--- src/rtl/core/esft_pkg.sv ---
`timescale 1ns / 1ps
// esft_pkg: shared types and constants of the engine speed block
// no dependencies
package esft_pkg;

	localparam int unsigned NUM_W     = 22;
	localparam logic [NUM_W-1:0] SPEED_NUM = 22'd3840000;
	localparam int unsigned DIV_STEPS = NUM_W;
	localparam int unsigned CNT_W     = $clog2(DIV_STEPS);

	localparam int unsigned CFG_IDX_W  = 3;
	localparam int unsigned CFG_DATA_W = 14;

	localparam logic [CFG_IDX_W-1:0] REG_IDLE_SPEED_LOW        = 3'd0;
	localparam logic [CFG_IDX_W-1:0] REG_IDLE_SPEED_TARGET     = 3'd1;
	localparam logic [CFG_IDX_W-1:0] REG_MAX_IDLE_AVERAGE      = 3'd2;
	localparam logic [CFG_IDX_W-1:0] REG_SLOW_PERIOD_HIGH_IDLE = 3'd3;
	localparam logic [CFG_IDX_W-1:0] REG_SLOW_PERIOD_HIGH      = 3'd4;

	localparam logic [13:0] IDLE_SPEED_LOW_RST        = 14'd64;
	localparam logic [13:0] IDLE_SPEED_TARGET_RST     = 14'd64;
	localparam logic [7:0]  MAX_IDLE_AVERAGE_RST      = 8'd110;
	localparam logic [7:0]  SLOW_PERIOD_HIGH_IDLE_RST = 8'd8;
	localparam logic [7:0]  SLOW_PERIOD_HIGH_RST      = 8'd9;

	localparam logic [7:0] DEV_SEED = 8'h20;

	localparam int unsigned IN_W  = 24;
	localparam int unsigned OUT_W = 112;

	typedef struct packed {
		logic [3:0]  pad;
		logic        mark_restart;
		logic        mark_break;
		logic        idle_feedback;
		logic        engine_starting;
		logic [15:0] period;
	} in_word_t;

	typedef struct packed {
		logic [3:0]  pad;
		logic [7:0]  deviation_sum;
		logic [6:0]  long_average;
		logic [6:0]  short_average;
		logic [15:0] min_period;
		logic [7:0]  trend_bits;
		logic [6:0]  status_flags;
		logic [7:0]  speed_degree;
		logic [4:0]  speed_mode;
		logic [3:0]  speed_order;
		logic [7:0]  speed_coarse;
		logic [13:0] speed_mid;
		logic [15:0] speed_fine;
	} out_word_t;

	typedef struct packed {
		logic load;
		logic update;
	} esft_cmd_t;

	typedef struct packed {
		logic div_done;
	} esft_status_t;

endpackage

--- src/rtl/core/esft_div.sv ---
`timescale 1ns / 1ps
// esft_div: serial restoring divider, constant numerator over a 16-bit divisor
// depends on esft_pkg
module esft_div
	import esft_pkg::*;
(
	input  logic             clk,
	input  logic             arst_n,
	input  logic             start,
	input  logic [15:0]      divisor,
	output logic [NUM_W-1:0] quotient,
	output logic             done
);

	logic [15:0]      rem_q;
	logic [NUM_W-1:0] quo_q;
	logic [CNT_W-1:0] cnt_q;
	logic             busy_q;

	logic [16:0] trial;
	logic        ge;
	logic [16:0] diff;

	assign trial = {rem_q, quo_q[NUM_W-1]};
	assign ge    = trial >= {1'b0, divisor};
	assign diff  = trial - {1'b0, divisor};

	always_ff @(posedge clk or negedge arst_n) begin
		if (!arst_n) begin
			busy_q <= 1'b0;
			cnt_q  <= '0;
		end else if (start) begin
			busy_q <= 1'b1;
			cnt_q  <= '0;
		end else if (busy_q) begin
			cnt_q <= cnt_q + 1'b1;
			if (cnt_q == CNT_W'(DIV_STEPS - 1))
				busy_q <= 1'b0;
		end
	end

	// one quotient bit per cycle, numerator shifts out of the top of quo_q
	always_ff @(posedge clk) begin
		if (start) begin
			rem_q <= '0;
			quo_q <= SPEED_NUM;
		end else if (busy_q) begin
			rem_q <= ge ? diff[15:0] : trial[15:0];
			quo_q <= {quo_q[NUM_W-2:0], ge};
		end
	end

	assign quotient = quo_q;
	assign done     = !busy_q;

endmodule

--- src/rtl/core/esft_dp.sv ---
`timescale 1ns / 1ps
// esft_dp: input capture, speed divider, derived speeds, flags, averages
// depends on esft_pkg and esft_div
module esft_dp
	import esft_pkg::*;
(
	input  logic                  clk,
	input  logic                  arst_n,
	input  logic                  cfg_we,
	input  logic [CFG_IDX_W-1:0]  cfg_index,
	input  logic [CFG_DATA_W-1:0] cfg_data,
	input  logic [IN_W-1:0]       s_tdata,
	output logic [OUT_W-1:0]      m_tdata,
	input  esft_cmd_t             cmd,
	output esft_status_t          status
);

	// configuration
	logic [13:0] idle_low_q;
	logic [13:0] idle_target_q;
	logic [7:0]  max_avg_q;
	logic [7:0]  slow_hi_idle_q;
	logic [7:0]  slow_hi_q;

	always_ff @(posedge clk or negedge arst_n) begin
		if (!arst_n) begin
			idle_low_q     <= IDLE_SPEED_LOW_RST;
			idle_target_q  <= IDLE_SPEED_TARGET_RST;
			max_avg_q      <= MAX_IDLE_AVERAGE_RST;
			slow_hi_idle_q <= SLOW_PERIOD_HIGH_IDLE_RST;
			slow_hi_q      <= SLOW_PERIOD_HIGH_RST;
		end else if (cfg_we) begin
			unique case (cfg_index)
				REG_IDLE_SPEED_LOW:        idle_low_q     <= cfg_data;
				REG_IDLE_SPEED_TARGET:     idle_target_q  <= cfg_data;
				REG_MAX_IDLE_AVERAGE:      max_avg_q      <= cfg_data[7:0];
				REG_SLOW_PERIOD_HIGH_IDLE: slow_hi_idle_q <= cfg_data[7:0];
				REG_SLOW_PERIOD_HIGH:      slow_hi_q      <= cfg_data[7:0];
				default: ;
			endcase
		end
	end

	// captured input word
	in_word_t in_q;

	always_ff @(posedge clk) begin
		if (cmd.load)
			in_q <= in_word_t'(s_tdata);
	end

	logic [NUM_W-1:0] quo;

	esft_div u_div (
		.clk      (clk),
		.arst_n   (arst_n),
		.start    (cmd.load),
		.divisor  (in_q.period),
		.quotient (quo),
		.done     (status.div_done)
	);

	// running state
	logic [15:0] last_period_q;
	logic [7:0]  trend_q;
	logic [7:0]  spd_low_q;
	logic [7:0]  hist1_q;
	logic [7:0]  hist2_q;
	logic        reached_q;
	logic [10:0] short_sum_q;
	logic [6:0]  short_avg_q;
	logic [12:0] long_sum_q;
	logic [6:0]  long_avg_q;
	logic [7:0]  dev_q;
	logic [7:0]  below_q;

	logic [15:0] fine;
	logic [13:0] mid;
	logic [7:0]  coarse;
	logic [3:0]  order;
	logic [4:0]  mode;
	logic [4:0]  band;
	logic [7:0]  trend_n;
	logic [15:0] lp_n;
	logic [15:0] minp;
	logic        low_flag;
	logic        decel;
	logic        above10;
	logic        above30;
	logic        reached_n;
	logic [6:0]  flags;
	logic [6:0]  clip;
	logic [10:0] ss_run;
	logic [12:0] ls_run;
	logic [6:0]  sa_run;
	logic [6:0]  la_run;
	logic        track;
	logic [7:0]  bc_base;
	logic [7:0]  bc_run;
	logic [7:0]  dev_leak;
	logic [6:0]  diff;
	logic [8:0]  dev_sum;
	logic [7:0]  dev_run;
	logic [10:0] ss_n;
	logic [12:0] ls_n;
	logic [6:0]  sa_n;
	logic [6:0]  la_n;
	logic [7:0]  dev_n;
	logic [7:0]  below_n;

	always_comb begin
		// speed from the divider, saturated on zero or tiny period
		fine   = (in_q.period == 16'd0 || quo[NUM_W-1:16] != '0) ? 16'hffff : quo[15:0];
		mid    = fine[15:2];
		coarse = (mid[13:10] != 4'd0) ? 8'hff : mid[9:2];

		trend_n  = {trend_q[6:0], in_q.period < last_period_q};
		lp_n     = (in_q.mark_break && in_q.mark_restart) ? last_period_q : in_q.period;
		minp     = lp_n - {2'b00, lp_n[15:2]};
		low_flag = in_q.idle_feedback ? (in_q.period[15:8] >= slow_hi_idle_q)
		                              : (in_q.period[15:8] >= slow_hi_q);

		decel     = (hist1_q >= spd_low_q) && (spd_low_q > mid[7:0]);
		above10   = {1'b0, mid} > ({1'b0, idle_low_q} + 15'd10);
		above30   = {1'b0, mid} > ({1'b0, idle_low_q} + 15'd30);
		reached_n = (mid <= idle_target_q) ? 1'b1 : (above30 ? 1'b0 : reached_q);

		// band is (coarse-24)/8; mode is (mid-96)&31 which is just mid[4:0]
		band = 5'((coarse - 8'd24) >> 3);
		if (coarse < 8'd24) begin
			order = 4'd0;
			mode  = 5'd0;
		end else if (band > 5'd15) begin
			order = 4'd15;
			mode  = 5'h1f;
		end else begin
			order = band[3:0];
			mode  = mid[4:0];
		end

		flags = {low_flag, mid > 14'd128, reached_n, above30, above10, decel, order == 4'd15};

		clip   = (mid >= 14'd128) ? 7'd127 : mid[6:0];
		ss_run = short_sum_q - {4'd0, short_avg_q} + {4'd0, clip};
		ls_run = long_sum_q - {6'd0, long_avg_q} + {6'd0, clip};
		sa_run = ss_run[10:4];
		la_run = ls_run[12:6];
		track  = ({1'b0, sa_run} < max_avg_q)
		      && ({2'b00, clip} < ({1'b0, max_avg_q} + 9'd5));

		bc_base  = (sa_run < clip) ? 8'd0 : below_q;
		bc_run   = (bc_base == 8'hff) ? 8'hff : bc_base + 8'd1;
		dev_leak = dev_q - {4'd0, dev_q[7:4]};
		diff     = (sa_run >= clip) ? sa_run - clip : clip - sa_run;
		dev_sum  = {1'b0, dev_leak} + {2'b00, diff};
		dev_run  = dev_sum[8] ? 8'hff : dev_sum[7:0];

		if (in_q.engine_starting) begin
			ss_n    = {clip, 4'd0};
			ls_n    = {clip, 6'd0};
			sa_n    = clip;
			la_n    = clip;
			dev_n   = DEV_SEED;
			below_n = below_q;
		end else begin
			ss_n    = ss_run;
			ls_n    = ls_run;
			sa_n    = sa_run;
			la_n    = la_run;
			below_n = track ? bc_run : below_q;
			dev_n   = (track && bc_run < 8'd16) ? dev_run : dev_q;
		end
	end

	always_ff @(posedge clk or negedge arst_n) begin
		if (!arst_n) begin
			last_period_q <= '0;
			trend_q       <= '0;
			spd_low_q     <= '0;
			hist1_q       <= '0;
			hist2_q       <= '0;
			reached_q     <= 1'b0;
			short_sum_q   <= '0;
			short_avg_q   <= '0;
			long_sum_q    <= '0;
			long_avg_q    <= '0;
			dev_q         <= '0;
			below_q       <= '0;
		end else if (cmd.update) begin
			last_period_q <= lp_n;
			trend_q       <= trend_n;
			spd_low_q     <= mid[7:0];
			hist1_q       <= spd_low_q;
			hist2_q       <= hist1_q;
			reached_q     <= reached_n;
			short_sum_q   <= ss_n;
			short_avg_q   <= sa_n;
			long_sum_q    <= ls_n;
			long_avg_q    <= la_n;
			dev_q         <= dev_n;
			below_q       <= below_n;
		end
	end

	// output word register
	out_word_t out_q;

	always_ff @(posedge clk) begin
		if (cmd.update) begin
			out_q.pad           <= '0;
			out_q.deviation_sum <= dev_n;
			out_q.long_average  <= la_n;
			out_q.short_average <= sa_n;
			out_q.min_period    <= minp;
			out_q.trend_bits    <= trend_n;
			out_q.status_flags  <= flags;
			out_q.speed_degree  <= {order, mode[4:1]};
			out_q.speed_mode    <= mode;
			out_q.speed_order   <= order;
			out_q.speed_coarse  <= coarse;
			out_q.speed_mid     <= mid;
			out_q.speed_fine    <= fine;
		end
	end

	assign m_tdata = out_q;

endmodule

--- src/rtl/core/esft_ctrl.sv ---
`timescale 1ns / 1ps
// esft_ctrl: item sequencer and output word valid
// depends on esft_pkg
module esft_ctrl
	import esft_pkg::*;
(
	input  logic         clk,
	input  logic         arst_n,
	input  logic         s_tvalid,
	output logic         s_tready,
	output logic         m_tvalid,
	input  logic         m_tready,
	input  esft_status_t status,
	output esft_cmd_t    cmd
);

	localparam logic [1:0] ST_IDLE = 2'd0;
	localparam logic [1:0] ST_DIV  = 2'd1;
	localparam logic [1:0] ST_UPD  = 2'd2;

	logic [1:0] state_q;
	logic [1:0] state_n;
	logic       m_tvalid_q;
	logic       out_free;

	assign out_free   = !m_tvalid_q || m_tready;
	assign s_tready   = state_q == ST_IDLE;
	assign cmd.load   = s_tready && s_tvalid;
	assign cmd.update = (state_q == ST_UPD) && out_free;
	assign m_tvalid   = m_tvalid_q;

	always_comb begin
		state_n = state_q;
		unique case (state_q)
			ST_IDLE: if (cmd.load) state_n = ST_DIV;
			ST_DIV:  if (status.div_done) state_n = ST_UPD;
			ST_UPD:  if (cmd.update) state_n = ST_IDLE;
			default: state_n = ST_IDLE;
		endcase
	end

	always_ff @(posedge clk or negedge arst_n) begin
		if (!arst_n) begin
			state_q    <= ST_IDLE;
			m_tvalid_q <= 1'b0;
		end else begin
			state_q <= state_n;
			if (cmd.update)
				m_tvalid_q <= 1'b1;
			else if (m_tready)
				m_tvalid_q <= 1'b0;
		end
	end

	// divider must be running right after a word is taken
	a_load_starts_div: assert property (@(posedge clk) disable iff (!arst_n)
		cmd.load |=> (state_q == ST_DIV) && !status.div_done)
		else $error("divider not busy after load");

	// results only computed once the divider has finished
	a_update_after_div: assert property (@(posedge clk) disable iff (!arst_n)
		cmd.update |-> status.div_done)
		else $error("update while divider busy");

	// an update always presents a word on the output
	a_update_shows_word: assert property (@(posedge clk) disable iff (!arst_n)
		cmd.update |=> m_tvalid)
		else $error("output word missing after update");

	// no new word is taken while one is in flight
	a_single_item: assert property (@(posedge clk) disable iff (!arst_n)
		(state_q != ST_IDLE) |-> !s_tready)
		else $error("input ready while busy");

endmodule

--- src/rtl/core/engine_speed_from_tooth_period.sv ---
`timescale 1ns / 1ps
// engine_speed_from_tooth_period: speed, bands, flags and averages per crank period
// Flow: an accepted input word starts the 22-step serial divider (one quotient
// bit a cycle); once it is done, the update state registers the output word,
// waiting while the previous output word waits on m_tready, and the block then
// returns to idle. It takes no new input word until it is back in idle.
// Reset: arst_n asynchronous, clears all running state, config to defaults.
module engine_speed_from_tooth_period
	import esft_pkg::*;
(
	input  logic                  clk,
	input  logic                  arst_n,
	input  logic                  cfg_we,
	input  logic [CFG_IDX_W-1:0]  cfg_index,
	input  logic [CFG_DATA_W-1:0] cfg_data,
	input  logic                  s_tvalid,
	output logic                  s_tready,
	// period[15:0], engine_starting[16], idle_feedback[17], mark_break[18],
	// mark_restart[19], zero[23:20]
	input  logic [IN_W-1:0]       s_tdata,
	output logic                  m_tvalid,
	input  logic                  m_tready,
	// speed_fine[15:0], speed_mid[29:16], speed_coarse[37:30], speed_order[41:38],
	// speed_mode[46:42], speed_degree[54:47], status_flags[61:55],
	// trend_bits[69:62], min_period[85:70], short_average[92:86],
	// long_average[99:93], deviation_sum[107:100], zero[111:108]
	output logic [OUT_W-1:0]      m_tdata
);

	esft_cmd_t    cmd;
	esft_status_t status;

	esft_ctrl u_ctrl (
		.clk      (clk),
		.arst_n   (arst_n),
		.s_tvalid (s_tvalid),
		.s_tready (s_tready),
		.m_tvalid (m_tvalid),
		.m_tready (m_tready),
		.status   (status),
		.cmd      (cmd)
	);

	esft_dp u_dp (
		.clk       (clk),
		.arst_n    (arst_n),
		.cfg_we    (cfg_we),
		.cfg_index (cfg_index),
		.cfg_data  (cfg_data),
		.s_tdata   (s_tdata),
		.m_tdata   (m_tdata),
		.cmd       (cmd),
		.status    (status)
	);

endmodule

--- config.mk ---
export PLATFORM = sky130hd
export DESIGN_NAME = engine_speed_from_tooth_period
export DESIGN_NICKNAME = d
export VERILOG_FILES = /design/src/rtl/core/esft_pkg.sv /design/src/rtl/core/esft_div.sv /design/src/rtl/core/esft_dp.sv /design/src/rtl/core/esft_ctrl.sv /design/src/rtl/core/engine_speed_from_tooth_period.sv
export SDC_FILE = /design/constraint.sdc
export NUM_CORES = 1
export LEC_CHECK = 0
export BUFFER_PORTS_ARGS = -buffer_cell sky130_fd_sc_hd__buf_4
export CORE_ASPECT_RATIO = 0.6
export CORE_MARGIN = 4
export CORE_UTILIZATION = 40
export DETAILED_ROUTE_END_ITERATION = 10
export PLACE_DENSITY = 0.6
export SETUP_SLACK_MARGIN = 0.5
export SYNTH_ARGS = -nofsm -noshare
export SYNTH_HDL_FRONTEND = slang
export SYNTH_SLANG_ARGS = --single-unit
--- constraint.sdc ---
create_clock -name clk -period 13.45 [get_ports clk]
set_clock_uncertainty 0.2 [all_clocks]
set_input_delay 0.6725 -clock clk [delete_from_list [all_inputs] [get_ports clk]]
set_output_delay 0.6725 -clock clk [all_outputs]
set_load 0.005 [all_outputs]
==> summary.txt, run 1 <==
Outcome
  – Status: complete, no violations

Synthesis
  – Sequential share of the synthesized area: between 40% and 50%
  – Main synth FF type: dfrtp_1
  – Area leader, netlist: dfrtp_1
  – Synth Area per Inst: ~9.8 um^2
  – Ranking of synthesized cells by area: dfrtp_1 18%, edfxtp_1 18%, ha_1 12%
  – Syn Inst Count: around 1800
  – Area share of the largest cell type after synthesis: around 18%
  – Ys Warns: 0
  – Post-synth ARST share: 49.47%
  – Cell variety after synth: 79
  – Seq cells post-synth: about 290
  – Syn Std Cell Area: approximately 18000 um^2
  – Post-synth EDFFs: 106

Critical path
  – Worst setup SP type: flop
  – Worst path max stage delay: between 0.7 and 0.8 ns
  – CP max FO: 26
  – Critical Path RT: 13.56 ns
  – WS Path Type: reg2reg
  – Worst path slowest cell: a41oi_1
  – CP bufs+invs: 3
  – Setup crit end kind: flop
  – Worst EP arrival: about 11 ns
  – Crit-path leading delay family: simple AND/OR/NAND/NOR gates

Power and ir drop
  – VDD IR-drop max: between 0.2 and 0.3 mV
  – Pwr per Cell Area: between 200 and 300 nW/um^2
  – Leakage power figure: approximately 9 nW

CTS
  – Post-CTS Setup Inserts: 0
  – Clock Path Buffers: 3
  – Clk slew on worst S/H paths: approximately 0.060 ns
  – Clock buffer count from CTS: 29
  – Worst-skew pair later-pin latency: about 0.57 ns
  – Root Buffer: clkbuf_16
  – TritonCTS clock tree: yes
  – Htree depth: 1
  – Num Clock Sinks: about 290

Global routing
  – Grt ovf: 0
  – Pin count of the biggest net entering global routing: 80
  – Initial antenna violation count: 1
  – First-pass GRT wire length: approximately 70000 um
  – Tot GR Track Use: between 10% and 20%
  – Number of global-route vias before repair: between 10000 and 15000

Floorplanning
  – Cell Rows: 59
  – Core area: about 44000 um^2
  – Top-Level Pins: 160
  – Vert. Die Dim: around 170 um
  – Chip width: around 280 um
  – Initial Util: approximately 41%
  – DIE AREA: around 48000 um^2

Timing
  – Final Slew Violations: 0
  – Worst Tran Pin Value: between 1 and 1.5 ns
  – Fmax: 95.23 MHz
  – Fin crit share: 78.08%
  – Final setup vio count: 0
  – Crit path time final: ~11 ns
  – Slew headroom: ~31%
  – Post-Route Setup TNS: 0 ns
  – Setup ws final: approximately 3 ns
  – RSZ-0062 raised after global routing: no
  – Final hold vios: 0

Final layout
  – Layout fillers: roughly 4100
  – Commonest non-fill, non-tap cell in the layout: ha_1
  – Layout Nets: 2176
  – Footprint of the multi-input gates: about 9400 um^2
  – Sequential cell area: between 7000 and 8000 um^2
  – Final instance area: 20430 um^2
  – Layout cells sized above 1: around 15%
  – Area Growth Syn to Fin: 13.98%
  – Most frequent cells in the layout: 178 x ha_1, 170 x inv_1, 166 x nand2_1
  – Ant. Diodes: 0

Worst hold path
  – Worst hold-check path type: in2reg

Routing
  – Initial DRC Count: roughly 1100
  – # DRC: 0
  – Antenna Nets Post-Route: 0
  – Vias: between 10000 and 15000
  – First drt pass iteration count: 7
  – Wire per inst: 17.72 um
  – Wirelength, routed: roughly 45000 um
  – Vias per std cell: ~5.3

Placed design
  – Routability cong.: about 0.88
  – IO Port Bufs: between 150 and 200
  – Placed Area: 19460 um^2
  – Pre-CTS WS: between 3 and 4 ns
  – HPWL after DPL: roughly 34000 um

Flow run
  – MaxCap Viol Count: 0
[flip-flops by register name, indices dropped and copies added, names as in the netlist, 2 cells and up]
register	cells
u_dp.short_avg_q	7
u_dp.idle_low_q	14
u_dp.below_q	8
u_dp.long_sum_q	6
u_dp.m_tdata	86
u_ctrl.state_q	2
u_dp.slow_hi_idle_q	8
u_dp.slow_hi_q	8
u_dp.trend_q	7
u_dp.long_avg_q	7
u_dp.max_avg_q	8
u_dp.u_div.rem_q	16
u_dp.u_div.cnt_q	5
u_dp.hist1_q	8
u_dp.idle_target_q	14
u_dp.in_q	20
u_dp.u_div.quotient	22
u_dp.last_period_q	16
u_dp.short_sum_q	4
u_dp.dev_q	8
u_dp.spd_low_q	8
[cell type report]
class                      count  share of cell area [%]
clock inverter                16                  0.6798
tap                          579                   3.546
timing repair buffer         164                   6.057
multi-input combinational   1281                   45.88
inverter                     171                   3.166
sequential                   285                   36.64
clock buffer                  38                   4.024
[power breakdown]
part | total [mW] | switching (mW) | internal (mW)
sequential | 1.40 | 0.204 | 1.20
combinational | 3.85 | 2.22 | 1.63
clock | 0.829 | 0.359 | 0.470
[metrics by stage]
step                      util (%)  hold slack (ns)  std cells  power, mW
final                        46.67          0.07723       2534      6.079
after global routing         46.67          0.04054       2534      6.669
after CTS                    46.67          0.04239       2534      6.066
after detailed placement     44.45           0.2409       2479      5.206
after global placement       44.45           0.2386       2479      5.095
after floorplan                  -           0.1769       1823      4.333
[kinds of logic after synthesis]
group | synth area share [%]
flip-flops | 41.76
AND/OR/NAND/NOR | 12.98
multiplexers | 5.948
adder cells (fa/ha/maj) | 14.66
AO/OA/AOI/OAI | 14.28
buffers and inverters | 6.045
other | 0.02092
XOR/XNOR | 4.300
[worst reg2reg max path: cells and delay by family, from the launching register on]
kind                       cells  cell delay (ns)
DFF                            1             0.32
and+or+nand+nor               11             3.37
xor gates and xnor gates       1             0.43
adders and majority gates      4             2.00
muxes                          2             0.60
buffers and inverters          3             0.27
AOI/OAI and AO/OA             11             3.04
[what timing repair did]
action,4_1_cts,5_1_grt
endpoints found under the hold margin,68,0
gates resized for setup,0,0
setup endpoints to repair,0,0
hold buffers,1,0
[worst paths after layout]
check | from | endpoint | slack, ns | cells past startpoint
worst max-delay path | u_dp.u_div.quotient[20] | u_dp.m_tdata[100] | 2.95 | 32
worst min-delay path | s_tdata[6] | u_dp.in_q[6] | 0.08 | 1
worst max register to register | u_dp.u_div.quotient[20] | u_dp.m_tdata[100] | 2.95 | 32
worst min register to register | u_dp.trend_q[6] | u_dp.m_tdata[69] | 0.25 | 0
max in group asynchronous | arst_n | u_dp.idle_low_q[11] | 11.11 | 3
min in group asynchronous | arst_n | u_dp.long_avg_q[1] | 0.48 | 2
[cell usage after synthesis, drive strengths merged (38+ instances only)]
library cell and number:
ha 178, inv 171, nand2 167, o21ai 144
dfrtp 131, nor2 116, edfxtp 106, a21oi 90
mux2i 57, xnor2 53, clkbuf 49, mux2 44
dfxtp 38
[per-layer routing]
layer  GRT usage, %  vias to the layer above  part of all wire [%]
li1               -                     6637                     -
met1          28.69                     6450                    51
met2          27.53                      309                    41
met3          3.131                       46                   6.1
met4          3.241                        0                   1.5
met5              0                        -                     0
No activity file was read; power rests on OpenSTA's default activity.
==> inputs of run 2 (changes only) <==
- PLACE_DENSITY: 0.6 -> 0.62
- clock period: 13.45 -> 9.4 ns (I/O delays scaled with it)
==> summary.txt, run 2 (same netlist as run 1, synthesis figures left out) <==
Timing
  – Hold Slack: 0.03069 ns (was 0.07723 ns)
  – Crit path time final: 8.370 ns (was 10.50 ns)
  – Fin crit share: 89.04% (was 78.08%)
  – Final hold vios: 0 (unchanged)
  – Setup ws final: 1.030 ns (was 2.949 ns)
  – Final Slew Violations: 0 (unchanged)
  – Fmax: 119.5 MHz (was 95.23 MHz)
  – Slew headroom: 27.42% (was 31.01%)
  – RSZ-0062 raised after global routing: no (unchanged)
  – Worst Tran Pin Value: 1.089 ns (was 1.024 ns)
  – Post-Route Setup TNS: 0 ns (unchanged)
  – Final setup vio count: 0 (unchanged)

CTS
  – Htree depth: 1 (unchanged)
  – Num Clock Sinks: 285 (unchanged)
  – Worst-skew pair later-pin latency: 0.58 ns (was 0.57 ns)
  – Clock Path Buffers: 3 (unchanged)
  – Clk slew on worst S/H paths: 0.07 ns (was 0.06 ns)
  – TritonCTS clock tree: yes (unchanged)
  – Root Buffer: clkbuf_16 (unchanged)
  – Clock buffer count from CTS: 29 (unchanged)

Routing
  – Vias: 13762 (was 13442)
  – # DRC: 0 (unchanged)
  – Wire per inst: 18.26 um (was 17.72 um)
  – Initial DRC Count: 1047 (was 1078)
  – Antenna Nets Post-Route: 0 (unchanged)
  – First drt pass iteration count: 5 (was 7)
  – Wirelength, routed: 47010 um (was 44900 um)
  – Vias per std cell: 5.347 (was 5.305)

Final layout
  – Post-route insts no fill: 2574 (was 2534)
  – Commonest non-fill, non-tap cell in the layout: ha_1 (unchanged)
  – Most frequent cells in the layout: 178 x ha_1, 170 x inv_1, 168 x buf_4 (was 178 x ha_1, 170 x inv_1, 166 x nand2_1)
  – Max FFs per register: 86 (unchanged)
  – Layout fillers: 4050 (was 4128)
  – Ant. Diodes: 0 (unchanged)
  – Footprint of the multi-input gates: 9433 um^2 (was 9374 um^2)
  – Area Growth Syn to Fin: 16.69% (was 13.98%)
  – Sequential cell area: 7486 um^2 (unchanged)
  – Layout Nets: 2216 (was 2176)
  – Layout cells sized above 1: 15.84% (was 15.35%)

Floorplanning
  – Chip width: 281.3 um (unchanged)
  – DIE AREA: 48370 um^2 (unchanged)
  – Top-Level Pins: 160 (unchanged)
  – Initial Util: 40.94% (unchanged)
  – Vert. Die Dim: 172.0 um (unchanged)
  – Cell Rows: 59 (unchanged)
  – Core area: 43780 um^2 (unchanged)

Critical path
  – CP max FO: 25 (was 26)
  – Critical Path RT: 9.51 ns (was 13.56 ns)
  – CP bufs+invs: 3 (unchanged)
  – Crit-path leading delay family: compound AO/OA/AOI/OAI gates (was simple AND/OR/NAND/NOR gates)
  – Most used cell, CP: nor2_1
  – Worst setup SP type: flop (unchanged)
  – Worst EP arrival: 8.48 ns (was 10.61 ns)
  – Worst path slowest cell: or4_1 (was a41oi_1)
  – Setup crit end kind: flop (unchanged)
  – WS Path Type: reg2reg (unchanged)
  – Worst path max stage delay: 0.56 ns (was 0.73 ns)

Placed design
  – Pre-CTS WS: 0.6719 ns (was 3.135 ns)
  – HPWL after DPL: 34890 um (was 33900 um)
  – Routability cong.: 0.8892 (was 0.8789)
  – IO Port Bufs: 151 (unchanged)
  – Post-Place Cells: 2484 (was 2479)

Worst hold path
  – Worst hold-check path type: in2reg (unchanged)

Outcome
  – Status: complete, no violations (unchanged)

Global routing
  – Grt ovf: 0 (unchanged)
  – Pin count of the biggest net entering global routing: 93 (was 80)
  – Tot GR Track Use: 19.23% (was 18.55%)
  – First-pass GRT wire length: 74410 um (was 72010 um)
  – Number of global-route vias before repair: 13387 (was 13096)
  – Initial antenna violation count: 1 (unchanged)

Flow run
  – MaxCap Viol Count: 0 (unchanged)
-- run 2: cell types whose count changed in the layout (fill, tap and decap cells not counted), moves of 2 or more --
cell           delta
buf_4             +6
bufinv_16         +3
dlygate4sd3_1    +34
inv_6             -2
nand2_1           -2
nand2_2           +2
-- run 2: final cells by class --
cell class	instances	area share [%]
Clock buffer	36	3.745
Clock inverter	18	1.059
Inverter	171	3.081
Multi-Input combinational cell	1281	45.10
Sequential cell	285	35.79
Tap cell	579	3.464
Timing Repair Buffer	204	7.759
-- run 2: per-stage QoR --
stage / cell area (um^2) / util (%)
floorplan: 17930 / -
global placement: 19490 / 44.53
detailed placement: 19490 / 44.53
CTS: 20850 / 47.63
global route: 20920 / 47.78
finish: 20920 / 47.78
-- run 2: worst paths after layout --
kind | depth (start not counted) | start | slack, ns | to
worst min register to register | 0 | u_dp.trend_q[6] | 0.25 | u_dp.m_tdata[69]
worst max-delay path | 31 | u_dp.u_div.quotient[20] | 1.03 | u_dp.m_tdata[100]
worst min-delay path | 3 | m_tready | 0.03 | u_ctrl.m_tvalid
min in group asynchronous | 2 | arst_n | 0.38 | u_dp.trend_q[4]
worst max register to register | 31 | u_dp.u_div.quotient[20] | 1.03 | u_dp.m_tdata[100]
max in group asynchronous | 3 | arst_n | 7.32 | u_dp.idle_low_q[13]
-- run 2: what timing repair did --
item / 4_1_cts / 5_1_grt
buffers inserted: 0 / 1
hold endpoints to repair: 132 / 0
setup endpoints to repair: 0 / 16
resized for setup: 0 / 12
hold buffers: 35 / 0
-- run 2: worst register-to-register path, delay by kind of cell (launching register included) --
family                     cells  cell delay (ns)
AOI/OAI and AO/OA             12             2.50
muxes                          2             0.55
adders and majority gates      4             1.79
buffers and inverters          3             0.48
and+or+nand+nor                9             2.04
DFF                            1             0.32
xor gates and xnor gates       1             0.25
-- run 2: metal layers --
metal  track usage (%)  wire length (um)
met5                 0                 0
met4             3.044               650
met3             3.509              2909
met2             29.17             19850
met1             29.21             23590
Power of run 2 is not shown: default switching activity piles up to over one toggle a cycle in this logic, so the estimate is an artifact.
==> inputs of run 3 (changes only) <==
- GPL_TIMING_DRIVEN: unset -> 0
==> summary.txt, run 3 (same netlist as run 1, synthesis figures left out) <==
Placed design
  – Routability cong.: 0.9084 (was 0.8892)
  – Post-Place Cells: 2554 (was 2484)
  – IO Port Bufs: 150 (was 151)
  – HPWL after DPL: 37340 um (was 34890 um)

Floorplanning
  – Chip width: 281.3 um (unchanged)
  – Initial Util: 40.94% (unchanged)
  – Top-Level Pins: 160 (unchanged)
  – Vert. Die Dim: 172.0 um (unchanged)
  – DIE AREA: 48370 um^2 (unchanged)
  – Cell Rows: 59 (unchanged)
  – Core area: 43780 um^2 (unchanged)

Final layout
  – Max FFs per register: 86 (unchanged)
  – Layout fillers: 3954 (was 4050)
  – Layout Nets: 2315 (was 2216)
  – Layout cells sized above 1: 17.90% (was 15.84%)
  – Footprint of the multi-input gates: 9538 um^2 (was 9433 um^2)
  – Sequential cell area: 7485 um^2 (was 7486 um^2)
  – Ant. Diodes: 0 (unchanged)
  – Post-route insts no fill: 2674 (was 2574)
  – Most frequent cells in the layout: 204 x buf_4, 177 x ha_1, 169 x inv_1 (was 178 x ha_1, 170 x inv_1, 168 x buf_4)
  – Commonest non-fill, non-tap cell in the layout: buf_4 (was ha_1)
  – Area Growth Syn to Fin: 20.77% (was 16.69%)

Critical path
  – Worst setup SP type: flop (unchanged)
  – Worst EP arrival: 8.69 ns (was 8.48 ns)
  – CP max FO: 8 (was 25)
  – Setup crit end kind: flop (unchanged)
  – Reg2reg start: u_dp.u_div.quotient[20] (unchanged)
  – WS Path Type: reg2reg (unchanged)
  – Worst path slowest cell: or4_1 (unchanged)
  – Critical Path RT: 9.52 ns (was 9.51 ns)
  – Register-to-register setup slack: 0.83 ns (was 1.03 ns)
  – Reg-to-reg critical path endpoint: u_dp.m_tdata[100] (unchanged)
  – Most used cell, CP: inv_1 (was nor2_1)
  – Worst path max stage delay: 0.57 ns (was 0.56 ns)
  – R2R cell count: 35 (was 31)

Routing
  – First drt pass iteration count: 5 (unchanged)
  – Wire per inst: 18.58 um (was 18.26 um)
  – Wirelength, routed: 49680 um (was 47010 um)
  – Antenna Nets Post-Route: 0 (unchanged)
  – Vias: 14421 (was 13762)
  – Initial DRC Count: 1141 (was 1047)
  – Vias per std cell: 5.393 (was 5.347)
  – # DRC: 0 (unchanged)

Global routing
  – Number of global-route vias before repair: 13803 (was 13387)
  – First-pass GRT wire length: 77670 um (was 74410 um)
  – Initial antenna violation count: 0 (was 1)
  – Pin count of the biggest net entering global routing: 83 (was 93)
  – Tot GR Track Use: 20.22% (was 19.23%)
  – Grt ovf: 0 (unchanged)

Timing
  – Fin crit share: 91.20% (was 89.04%)
  – Final setup vio count: 0 (unchanged)
  – RSZ-0062 raised after global routing: no (unchanged)
  – Slew headroom: 8.440% (was 27.42%)
  – Final hold vios: 0 (unchanged)
  – Fmax: 116.6 MHz (was 119.5 MHz)
  – Crit path time final: 8.573 ns (was 8.370 ns)
  – Final Slew Violations: 0 (unchanged)
  – Worst Tran Pin Value: 1.370 ns (was 1.089 ns)

Worst hold path
  – Hold Path End: u_dp.slow_hi_q[3] (was u_ctrl.m_tvalid)
  – Worst hold start: cfg_index[0] (was m_tready)
  – Hold Path Depth: 4 (was 3)
  – Worst hold-check path type: in2reg (unchanged)

CTS
  – Clock buffer count from CTS: 30 (was 29)
  – Root Buffer: clkbuf_16 (unchanged)
  – Clock Path Buffers: 3 (unchanged)
  – Num Clock Sinks: 285 (unchanged)
  – Htree depth: 1 (unchanged)
  – Clk slew on worst S/H paths: 0.07 ns (about the same)
  – TritonCTS clock tree: yes (unchanged)
  – Worst-skew pair later-pin latency: 0.59 ns (was 0.58 ns)

Flow run
  – MaxCap Viol Count: 0 (unchanged)

Outcome
  – Status: complete, no violations (unchanged)
[run 3: cell types whose count changed in the layout (fill, tap and decap cells not counted), sizes merged]
cell         before  now
clkbuf           36   88
buf             169  218
clkinvlp          2    0
dlygate4sd3      35   37
bufinv            5    4
[run 3: how the worst max path moves through the flow]
stage	start	end	slack [ns]	cells after the start
3_3_place_gp	u_dp.in_q[15]	u_dp.m_tdata[100]	-0.71	33
2_1_floorplan	u_dp.u_div.quotient[20]	u_dp.m_tdata[100]	1.32	33
4_1_cts	u_dp.u_div.quotient[20]	u_dp.m_tdata[100]	0.53	33
5_1_grt	u_dp.u_div.quotient[20]	u_dp.m_tdata[100]	0.42	35
6_report	u_dp.u_div.quotient[20]	u_dp.m_tdata[100]	0.83	35
3_5_place_dp	u_dp.in_q[15]	u_dp.m_tdata[100]	-0.87	33
[run 3: worst max-delay path, delay by kind of cell (launching register included)]
family                   cells  cell delay [ns]
adder cells (fa/ha/maj)      4             1.58
buffers and inverters        5             0.59
flip-flops                   1             0.33
AND/OR/NAND/NOR             11             2.51
multiplexers                 2             0.42
XOR/XNOR                     2             0.38
AO/OA/AOI/OAI               11             2.29
[run 3: layout make-up]
class / instances / share of cell area (%)
clock buffers: 41 / 3.988
well taps: 579 / 3.347
repair buffers: 216 / 8.087
inverters: 171 / 2.965
plain buffers: 86 / 2.104
flip-flops and latches: 285 / 34.58
clock inverters: 15 / 0.8671
multi-input cells: 1281 / 44.06
[run 3: per-stage QoR]
stage,area [um^2],TNS (ns),hold WS [ns],utilization [%],setup slack [ns]
floorplan,17930,0,-0.02559,-,1.321
global route,21650,0,0.07340,49.45,0.4175
detailed placement,19840,-9.658,0.2408,45.33,-0.8675
finish,21650,0,0.08277,49.45,0.8272
CTS,21420,0,0.03992,48.94,0.5291
global placement,19790,-7.439,0.2371,45.20,-0.7109
[run 3: timing repair]
| item | in CTS | in global routing |
|---|---|---|
| hold buffers | 37 | 0 |
| endpoints found under the hold margin | 127 | 0 |
| setup buffers | 9 | 18 |
| resized for setup | 20 | 31 |
| pin swaps | 2 | 13 |
| setup endpoints to repair | 16 | 16 |
| gates cloned | 0 | 0 |
[run 3: layer usage]
layer  up-vias  part of all wire (%)  global-route usage, %
li1       6919                     -                      -
met1      7051                    49                  30.88
met2       400                    43                  30.67
met3        51                   6.2                  3.104
met4         0                   1.6                  3.788
met5         -                     0                      0
Power of run 3 is left out for the same reason.
